--- config.mk ---
export PLATFORM = sky130hd
export DESIGN_NAME = netstring_deframer
export DESIGN_NICKNAME = d
export VERILOG_FILES = /design/src/rtl/nsd_pkg.sv /design/src/rtl/nsd_parser.sv /design/src/rtl/nsd_out_reg.sv /design/src/rtl/netstring_deframer.sv
export SDC_FILE = /design/constraint.sdc
export NUM_CORES = 1
export LEC_CHECK = 0
export BUFFER_PORTS_ARGS = -buffer_cell sky130_fd_sc_hd__buf_2
export CORE_MARGIN = 3
export CORE_UTILIZATION = 60
export DETAILED_ROUTE_END_ITERATION = 16
export GPL_TIMING_DRIVEN = 0
export PLACE_DENSITY = 0.88
export SLEW_MARGIN = 25
export SYNTH_ARGS = -nofsm -noshare
export SYNTH_HDL_FRONTEND = slang
export SYNTH_SLANG_ARGS = --single-unit
--- constraint.sdc ---
create_clock -name clk -period 4.3 [get_ports clk]
set_input_delay 0.86 -clock clk [delete_from_list [all_inputs] [get_ports clk]]
set_output_delay 0.86 -clock clk [all_outputs]
set_load 0.05 [all_outputs]
--- src/rtl/nsd_pkg.sv ---
// ----------------------------------------------------------------------------
// nsd_pkg
// Shared types and constants for the netstring deframer.
// ----------------------------------------------------------------------------
package nsd_pkg;

  // Width of the length accumulator and payload counter (8 to 32)
  localparam int LEN_WIDTH = 24;
  // Width of the maximum-payload register
  localparam int CFG_WIDTH = 24;
  // Common width for comparing length against the limit
  localparam int CMP_WIDTH = 33;
  // Width of the length times ten plus a digit
  localparam int WIDE_WIDTH = LEN_WIDTH + 4;

  localparam logic [LEN_WIDTH-1:0] LEN_SAT   = '1;
  localparam logic [CFG_WIDTH-1:0] CFG_RESET = '1;

  localparam logic [7:0] CH_COLON = 8'h3a;
  localparam logic [7:0] CH_COMMA = 8'h2c;
  localparam logic [7:0] CH_ZERO  = 8'h30;
  localparam logic [7:0] CH_NINE  = 8'h39;

  typedef enum logic [1:0] {
    PH_LEN   = 2'd0,
    PH_DATA  = 2'd1,
    PH_COMMA = 2'd2
  } phase_t;

  typedef enum logic [1:0] {
    KIND_DATA = 2'd0,
    KIND_GOOD = 2'd1,
    KIND_ERR  = 2'd2
  } kind_t;

  // One result beat from the parser
  typedef struct packed {
    logic       hit;
    kind_t      kind;
    logic [7:0] data;
  } nsd_result_t;

endpackage

--- src/rtl/nsd_parser.sv ---
// ----------------------------------------------------------------------------
// nsd_parser
// Frame state and the per-byte parse step; gives at most one result per byte.
// ----------------------------------------------------------------------------
module nsd_parser
  import nsd_pkg::*;
(
  input  logic                 clk,
  input  logic                 rst,
  input  logic                 cfg_wr_en,
  input  logic [CFG_WIDTH-1:0] cfg_wr_data,
  input  logic                 step,
  input  logic [7:0]           byte_in,
  output nsd_result_t          result
);

  phase_t               phase, phase_next;
  logic [LEN_WIDTH-1:0] length_accum, length_accum_next;
  logic                 digit_seen, digit_seen_next;
  logic [LEN_WIDTH-1:0] bytes_left, bytes_left_next;
  logic [CFG_WIDTH-1:0] max_payload;

  logic                  is_digit;
  logic [WIDE_WIDTH-1:0] accum_wide;
  logic [WIDE_WIDTH-1:0] accum_times_ten;
  logic [LEN_WIDTH-1:0]  accum_step;
  logic                  len_ok;

  // Limit register
  always_ff @(posedge clk) begin
    if (rst) begin
      max_payload <= CFG_RESET;
    end else if (cfg_wr_en) begin
      max_payload <= cfg_wr_data;
    end
  end

  // Decimal accumulate with saturation
  assign is_digit        = (byte_in >= CH_ZERO) && (byte_in <= CH_NINE);
  assign accum_wide      = {4'd0, length_accum};
  assign accum_times_ten = (accum_wide << 3) + (accum_wide << 1)
                         + {{(WIDE_WIDTH-4){1'b0}}, byte_in[3:0]};
  assign accum_step      = ((length_accum == LEN_SAT) ||
                            (accum_times_ten >= {4'd0, LEN_SAT}))
                         ? LEN_SAT : accum_times_ten[LEN_WIDTH-1:0];

  // Declared length within range at the colon
  assign len_ok = (length_accum != LEN_SAT) &&
                  ({{(CMP_WIDTH-LEN_WIDTH){1'b0}}, length_accum} <=
                   {{(CMP_WIDTH-CFG_WIDTH){1'b0}}, max_payload});

  // Next state and result
  always_comb begin
    phase_next        = phase;
    length_accum_next = length_accum;
    digit_seen_next   = digit_seen;
    bytes_left_next   = bytes_left;
    result            = '{hit: 1'b0, kind: KIND_DATA, data: 8'd0};
    unique case (phase)
      PH_DATA: begin
        bytes_left_next = bytes_left - 1'b1;
        if (bytes_left_next == '0) begin
          phase_next = PH_COMMA;
        end
        result = '{hit: 1'b1, kind: KIND_DATA, data: byte_in};
      end
      PH_COMMA: begin
        phase_next        = PH_LEN;
        length_accum_next = '0;
        digit_seen_next   = 1'b0;
        bytes_left_next   = '0;
        if (byte_in != CH_COMMA) begin
          result = '{hit: 1'b1, kind: KIND_ERR, data: 8'd0};
        end else if (length_accum != '0) begin
          result = '{hit: 1'b1, kind: KIND_GOOD, data: 8'd0};
        end
      end
      default: begin
        // length digits; the unused code lands here as well
        if (is_digit) begin
          length_accum_next = accum_step;
          digit_seen_next   = 1'b1;
          phase_next        = PH_LEN;
        end else if ((byte_in == CH_COLON) && digit_seen && len_ok) begin
          bytes_left_next = length_accum;
          digit_seen_next = 1'b0;
          phase_next      = (length_accum == '0) ? PH_COMMA : PH_DATA;
        end else begin
          phase_next        = PH_LEN;
          length_accum_next = '0;
          digit_seen_next   = 1'b0;
          bytes_left_next   = '0;
          result = '{hit: 1'b1, kind: KIND_ERR, data: 8'd0};
        end
      end
    endcase
    if (!step) begin
      result.hit = 1'b0;
    end
  end

  // State registers
  always_ff @(posedge clk) begin
    if (rst) begin
      phase        <= PH_LEN;
      length_accum <= '0;
      digit_seen   <= 1'b0;
      bytes_left   <= '0;
    end else if (step) begin
      phase        <= phase_next;
      length_accum <= length_accum_next;
      digit_seen   <= digit_seen_next;
      bytes_left   <= bytes_left_next;
    end
  end

  // A payload phase always has bytes outstanding
  a_data_left: assert property (@(posedge clk) disable iff (rst)
    (phase == PH_DATA) |-> (bytes_left != '0))
    else $error("payload phase with no bytes left");

  // Digit flag is only live while parsing the length
  a_digit_phase: assert property (@(posedge clk) disable iff (rst)
    (phase != PH_LEN) |-> !digit_seen)
    else $error("digit flag set outside length phase");

endmodule

--- src/rtl/nsd_out_reg.sv ---
// ----------------------------------------------------------------------------
// nsd_out_reg
// Result register towards the consumer; reports when it can take a beat.
// ----------------------------------------------------------------------------
module nsd_out_reg
  import nsd_pkg::*;
(
  input  logic        clk,
  input  logic        rst,
  input  nsd_result_t result,
  output logic        free,
  output logic        res_valid,
  input  logic        res_stall,
  output logic [1:0]  kind,
  output logic [7:0]  data_byte
);

  logic res_valid_next;

  // Register is free when empty or being drained this cycle
  assign free = !res_valid || !res_stall;

  always_comb begin
    res_valid_next = res_valid;
    if (free) begin
      res_valid_next = result.hit;
    end
  end

  always_ff @(posedge clk) begin
    if (rst) begin
      res_valid <= 1'b0;
    end else begin
      res_valid <= res_valid_next;
    end
  end

  // Payload, no reset
  always_ff @(posedge clk) begin
    if (free && result.hit) begin
      kind      <= result.kind;
      data_byte <= result.data;
    end
  end

  // Only payload beats carry data
  a_data_zero: assert property (@(posedge clk) disable iff (rst)
    (res_valid && (kind != KIND_DATA)) |-> (data_byte == 8'd0))
    else $error("non-payload beat with data");

  // Kind code is always a defined one
  a_kind_code: assert property (@(posedge clk) disable iff (rst)
    res_valid |-> ((kind == KIND_DATA) || (kind == KIND_GOOD) || (kind == KIND_ERR)))
    else $error("undefined result kind");

endmodule

--- src/rtl/netstring_deframer.sv ---
// ----------------------------------------------------------------------------
// netstring_deframer
// Byte-serial netstring deframer: length digits, colon, payload, comma.
// ----------------------------------------------------------------------------
//  channel | signals                                | direction
//  rx      | rx_valid, rx_stall, rx_byte            | in, one byte per beat
//  res     | res_valid, res_stall, kind, data_byte  | out, at most one per byte
//  cfg     | cfg_wr_en, cfg_wr_data                 | in, max payload length
//
// One byte per cycle sustained unless res stalls. A byte is held in the input
// register, is parsed in one step and its result is registered in the result
// register. Synchronous active-high reset returns the parser to length
// parsing and the limit to all ones.
// A stall on res holds the result register and, through it, the input
// register; rx_stall rises only while a parsed byte waits on a full result.
// ----------------------------------------------------------------------------
module netstring_deframer
  import nsd_pkg::*;
(
  input  logic                 clk,
  input  logic                 rst,
  input  logic                 rx_valid,
  output logic                 rx_stall,
  input  logic [7:0]           rx_byte,
  output logic                 res_valid,
  input  logic                 res_stall,
  output logic [1:0]           kind,
  output logic [7:0]           data_byte,
  input  logic                 cfg_wr_en,
  input  logic [CFG_WIDTH-1:0] cfg_wr_data
);

  logic        in_valid, in_valid_next;
  logic [7:0]  in_byte;
  logic        free;
  logic        step;
  logic        rx_take;
  nsd_result_t result;

  assign step     = in_valid && free;
  assign rx_stall = in_valid && !free;
  assign rx_take  = rx_valid && !rx_stall;

  // Input register
  always_comb begin
    in_valid_next = in_valid;
    if (rx_take) begin
      in_valid_next = 1'b1;
    end else if (step) begin
      in_valid_next = 1'b0;
    end
  end

  always_ff @(posedge clk) begin
    if (rst) begin
      in_valid <= 1'b0;
    end else begin
      in_valid <= in_valid_next;
    end
  end

  always_ff @(posedge clk) begin
    if (rx_take) begin
      in_byte <= rx_byte;
    end
  end

  // Parse step
  nsd_parser u_parser (
    .clk         (clk),
    .rst         (rst),
    .cfg_wr_en   (cfg_wr_en),
    .cfg_wr_data (cfg_wr_data),
    .step        (step),
    .byte_in     (in_byte),
    .result      (result)
  );

  // Result register
  nsd_out_reg u_out_reg (
    .clk       (clk),
    .rst       (rst),
    .result    (result),
    .free      (free),
    .res_valid (res_valid),
    .res_stall (res_stall),
    .kind      (kind),
    .data_byte (data_byte)
  );

  // Stall only with a byte waiting in the input register
  a_stall_pending: assert property (@(posedge clk) disable iff (rst)
    rx_stall |-> in_valid)
    else $error("input stalled with nothing pending");

endmodule

# Word-level counts from Yosys, hierarchy flattened
# Index checks and enable logic that the tools add are counted.
# Widths: inputs -> output; s select.
# word_totals
register_bits,95
output_inout_bits,12
word_cells,68
# classes
n_addsub,3
magnitude_cmp,4
n_eq_ne,8
n_mux,21
n_bitwise,1
n_reduce_logical,21
# op_table
cell,count
$mux 24,4
$pmux 24 s2,2
$logic_not 24->1,2
$mux 11,4
$add 27x25->28,1
$add 28x4->28,1
$ge 28x24->1 const B,1
$eq 24x24->1 const B,1
$le 24x24->1,1
$ne 24x24->1 const B,1
$reduce_bool 24->1,1
$sub 24x1->24 const B,1
$pmux 11 s2,1
$eq 8x6->1 const B,1
$ge 8x6->1 const B,1
$le 8x6->1 const B,1
$logic_and 1x1->1,8
$mux 2,4
$ne 8x6->1 const B,1
$reduce_and 2->1,3
$logic_not 1->1,4
$mux 1,4
$pmux 2 s2,1
$ne 3x3->1 const B,1
other kinds (7),8

# Logic depth before layout (Yosys ltp)
# depth
depth_word,8
mapped_depth,13
mapped_depth_nobuf,12

# Modules after synthesis
# A second synthesis with hierarchy kept.
# hier_totals
hier_cells,831
hier_area_um2,7015.5
# by_module_without_submodules
module,n_inst,cells_each,area_each_um2
nsd_parser,1,803,6379.9
nsd_out_reg,1,15,339.1
netstring_deframer,1,13,296.5

# Worst setup path after synthesis
# Ideal clock, no wire load.
# synth_path
path_kind,register -> register
from,reg in_byte[3]
to,reg u_parser.length_accum[10]
setup_time_ps,134
arrival_time_ps,3100
t_required_ps,4166
path_slack_ps,1066
path_stages_with_launch,13
path_buffers,1
period_less_slack_ps,3234
path_cell_list,edfxtp_1 > fa_1 > inv_1 > fa_1 > nand2b_1 > a21oi_1 > o21ai_0 > a41oi_1 > a211oi_1 > xnor2_1 > nor4_4 > buf_2 > a211oi_1
# synth_between
elab_chain_len,6
elab_cells_between_ends,13
cone_classes,add/sub (1); order compare (3); eq/ne (1); mux (4); reduce/logical (4)
# synth_lines
element,line_no,text
"start, declared",netstring_deframer.sv:34,logic [7:0] in_byte;
"start signal, assigned",netstring_deframer.sv:64,in_byte <= rx_byte;
$add 28x4->28 or $eq 8x6->1 (tied branches),"nsd_parser.sv:42, nsd_parser.sv:84",
$ge 28x24->1 or $logic_and 1x1->1 (tied branches),"nsd_parser.sv:44, nsd_parser.sv:84",
$logic_or 1x1->1 or $logic_and 1x1->1 (tied branches),"nsd_parser.sv:43, nsd_parser.sv:84",
$mux 24 (on tied branches),n/a,
$mux 24 (*),nsd_parser.sv:80,if (is_digit) begin
$pmux 24 s2 (*),nsd_parser.sv:59,unique case (phase)
"end signal, assigned",nsd_parser.sv:111,length_accum <= length_accum_next;
"end, declared",nsd_parser.sv:18,"logic [LEN_WIDTH-1:0] length_accum, length_accum_next;"
# Every way passes the cells marked *; elsewhere a longest branch is shown, timed or not.
# A chain may end at the register's enable or synchronous reset.

# Worst setup path in the final report
# layout_path
from,reg u_parser.length_accum[2]
to,reg u_parser.length_accum[21]
# layout_between
elab_chain_len,7
elab_cells_between_ends,13
cone_classes,add/sub (2); order compare (2); eq/ne (2); mux (4); reduce/logical (3)
# layout_lines
element,line_no,text
$add 27x25->28,nsd_parser.sv:41,assign accum_times_ten = (accum_wide << 3) + (accum_wide << 1)
$add 28x4->28,nsd_parser.sv:42,"+ {{(WIDE_WIDTH-4){1'b0}}, byte_in[3:0]};"
$ge 28x24->1,nsd_parser.sv:44,"(accum_times_ten >= {4'd0, LEN_SAT}))"
$logic_or 1x1->1,nsd_parser.sv:43,assign accum_step = ((length_accum == LEN_SAT) ||
$mux 24,nsd_parser.sv:45,? LEN_SAT : accum_times_ten[LEN_WIDTH-1:0];
$mux 24 (*),nsd_parser.sv:80,
$pmux 24 s2 (*),nsd_parser.sv:59,
# Marked as above.

==> reports/results.ini <==
[status]
status=finished clean

[drt]
drc=0
dr_total_vias=6758
dr.pass1.iters=5
wl_per_cell_um=18.1
dr.first_iter.drc_count=636
routed_wl_mm=18.9
viasPerCell=6.46
ant_nets=0

[logic_synthesis]
ys.flop_type=dfxtp_1
synth_cells=844
avgSynthCellArea_um2=8.19
async_flop_share_pct=0
ys_seq_area_share_pct=30.1
synth_top_cell_by_area=dfxtp_1
synth_edf_count=18
ys_ff_latch=95
synth_area_um2=6920
synth.area.top_cells=dfxtp_1 22%, ha_1 14%, edfxtp_1 7.8%
netlist.area_leader.share_pct=22.3
yosysWarnings=0
syn-num-nets=958
synth.distinct_cells=68

[clock_network]
cts-resized-gates=0
max-clock-path-buffers=2
clk_pin_slew_ns=0.08
clk_latency_ns=0.35
cts_tree=done
cts.sinks=95
root_buffer=clkbuf_16
cts_hold_buffers=0
htreeDepth=3
postCtsSetupBuffers=0
numCtsBuffers=9

[sta]
final-setup-viol-count=0
fin_ws_ns=0.300
slew_headroom_pct=46.5
setup_tns_ns=0
worst_slew_pin_slew_ns=0.782
hold_violations=0
fin_crit_ns=4.00
final_max_slew_viol_count=0
finClkSkew_ns=0.0101
min_period_over_period_pct=93.0
rsz0062_at_grt=false
fmax_ghz=0.250

[grt]
grt_pass1_vias=6436
grt_max_degree=21
grt_pass1_wl_mm=30.9
grt-ovfl-total=0
antenna_found_initial=0
track_usage_pct=29.6

[die]
rows=38
core_area_um2=11000
die_area_um2=12800
ios=49
die_w_um=113
die_y_um=113
start_util_pct=62.7

[finish]
nFillCells=886
nets=1015
drive_gt1_share_pct=8.61
areaGrowthSynthToFinish_pct=10.4
num_antenna_cells=0

[worst_setup_path]
start_kind=flip-flop
worst-setup-path-type=reg2reg
cp.required_ns=4.51
cp_max_fo=10
critPathArrivalTime_ns=4.21
end_kind=flip-flop

[placement]
dp_slack_ns=0.406
hpwlAfterDp_mm=13.6
portBuffers=46
routabilityCongestion=0.971

[pwr]
p_leak_uw=0.00322
ir_drop_mv=0.321
power_density_nw_per_um2=284

[worst_hold_path]
hold_path.class=reg2reg

[run]
cap_violations=0

## synth_stat cells (5+ instances only)
cell      count
nor3b_1       5
nand2b_1      7
nand4_1      17
a211oi_1     41
o211ai_1     28
nor3_1       26
o21a_1        8
a21oi_1      87
xor2_1        9
and3_1        5
nand3_1      11
xnor2_1      32
nand2_1      62
nor2b_1       8
dfxtp_1      77
clkbuf_1     47
nor4_1       20
and2_1       10
nor2_1       63
a21boi_0      5
inv_1        37
a31oi_1      18
o21ai_0      51
ha_1         75
edfxtp_1     18
## layer usage
metal  up-vias  GRT usage [%]  part of all wire [%]  routed length (um)
li1       3281              -                     -                   -
met1      3100           38.0                    41                7780
met2       318           47.7                    46                8650
met3        59           7.86                   9.9                1880
met4         0           10.9                   3.3                 627
met5         -              0                     0                   0
## cells by family (layout without fill, tap and decap cells)
family,after synthesis,count (layout),share of synthesized area (%)
AO/OA/AOI/OAI,281,281,26.1
XOR/XNOR,41,41,5.19
flip-flops,95,95,30.1
buffers and inverters,91,153,5.10
adder cells (fa/ha/maj),77,77,14.1
AND/OR/NAND/NOR,257,257,19.0
multiplexers,2,2,0.308
## registers in the layout, summed over array words and instances (netlist names)
register,cells
u_parser.digit_seen,1
u_parser.max_payload,24
u_out_reg.res_valid,1
in_byte,8
u_parser.phase,2
u_parser.bytes_left,24
u_out_reg.kind,2
u_parser.length_accum,24
u_out_reg.data_byte,8
in_valid,1
## report_power, final
| group | internal, uW | leakage [uW] | switching, uW |
|---|---|---|---|
| clock network | 416 | 0.000148 | 398 |
| registers | 948 | 0.000807 | 30.8 |
| logic | 140 | 0.00227 | 236 |
| total | 1500 | 0.00322 | 665 |
## critical path: stages, from the launching register on
cell and delay (ns):
dfxtp_1 0.65, fa_1 0.54, ha_1 0.32, a211o_1 0.32
a21oi_1 0.27, o21a_1 0.26, o2111ai_1 0.21, a41oi_1 0.30
xnor2_1 0.16, nor4_4 0.41, buf_2 0.30, a211oi_1 0.11
## stage by stage
step           std cells  hold slack [ns]  total power [uW]  utilization, %  area [um^2]
3_5_place_dp        1030            0.480              1360            66.4         7320
2_1_floorplan        844            0.449              1270               -         6920
3_3_place_gp        1030            0.468              1350            66.4         7320
5_1_grt             1046            0.506              2250            69.2         7640
6_report            1046            0.488              2170            69.2         7640
4_1_cts             1046            0.492              2160            69.2         7640
## final cells by class
cell class                      instances  area [um^2]  area share [%]
Multi-Input combinational cell        658         4480            58.7
Sequential cell                        95         2080            27.3
Timing Repair Buffer                   46          230            3.01
Clock buffer                            9          225            2.95
Buffer                                 54          214            2.80
Tap cell                              140          175            2.29
Inverter                               37          139            1.82
Clock inverter                          7         90.1            1.18
## cells in the final DEF (no fill, tap or decap), types with 5 or more instances in the layout
cell	instances
nor3b_1	5
xor2_1	9
nor2b_1	8
nand2_1	62
nor3_1	26
buf_2	49
and2_1	10
dfxtp_1	77
ha_1	75
clkbuf_16	9
nand4_1	17
o21ai_0	51
a31oi_1	18
a211oi_1	41
nand3_1	11
nand2b_1	7
xnor2_1	32
edfxtp_1	18
o211ai_1	28
clkbuf_1	47
a21oi_1	87
o21a_1	8
inv_1	37
nor4_1	20
and3_1	5
a21boi_0	5
nor2_1	63
## path summary, 6_finish.rpt
path	from	endpoint	slack [ns]	cells past startpoint
hold reg to reg	u_parser.max_payload[17]$_SDFFE_PP1P_	u_parser.max_payload[17]$_SDFFE_PP1P_	0.49	2
hold / removal	u_parser.max_payload[17]$_SDFFE_PP1P_	u_parser.max_payload[17]$_SDFFE_PP1P_	0.49	2
setup reg to reg	u_parser.length_accum[2]$_SDFFE_PP0P_	u_parser.length_accum[21]$_SDFFE_PP0P_	0.30	11
setup / recovery	u_parser.length_accum[2]$_SDFFE_PP0P_	u_parser.length_accum[21]$_SDFFE_PP0P_	0.30	11
Note: power is estimated with default switching activity, not from simulation.
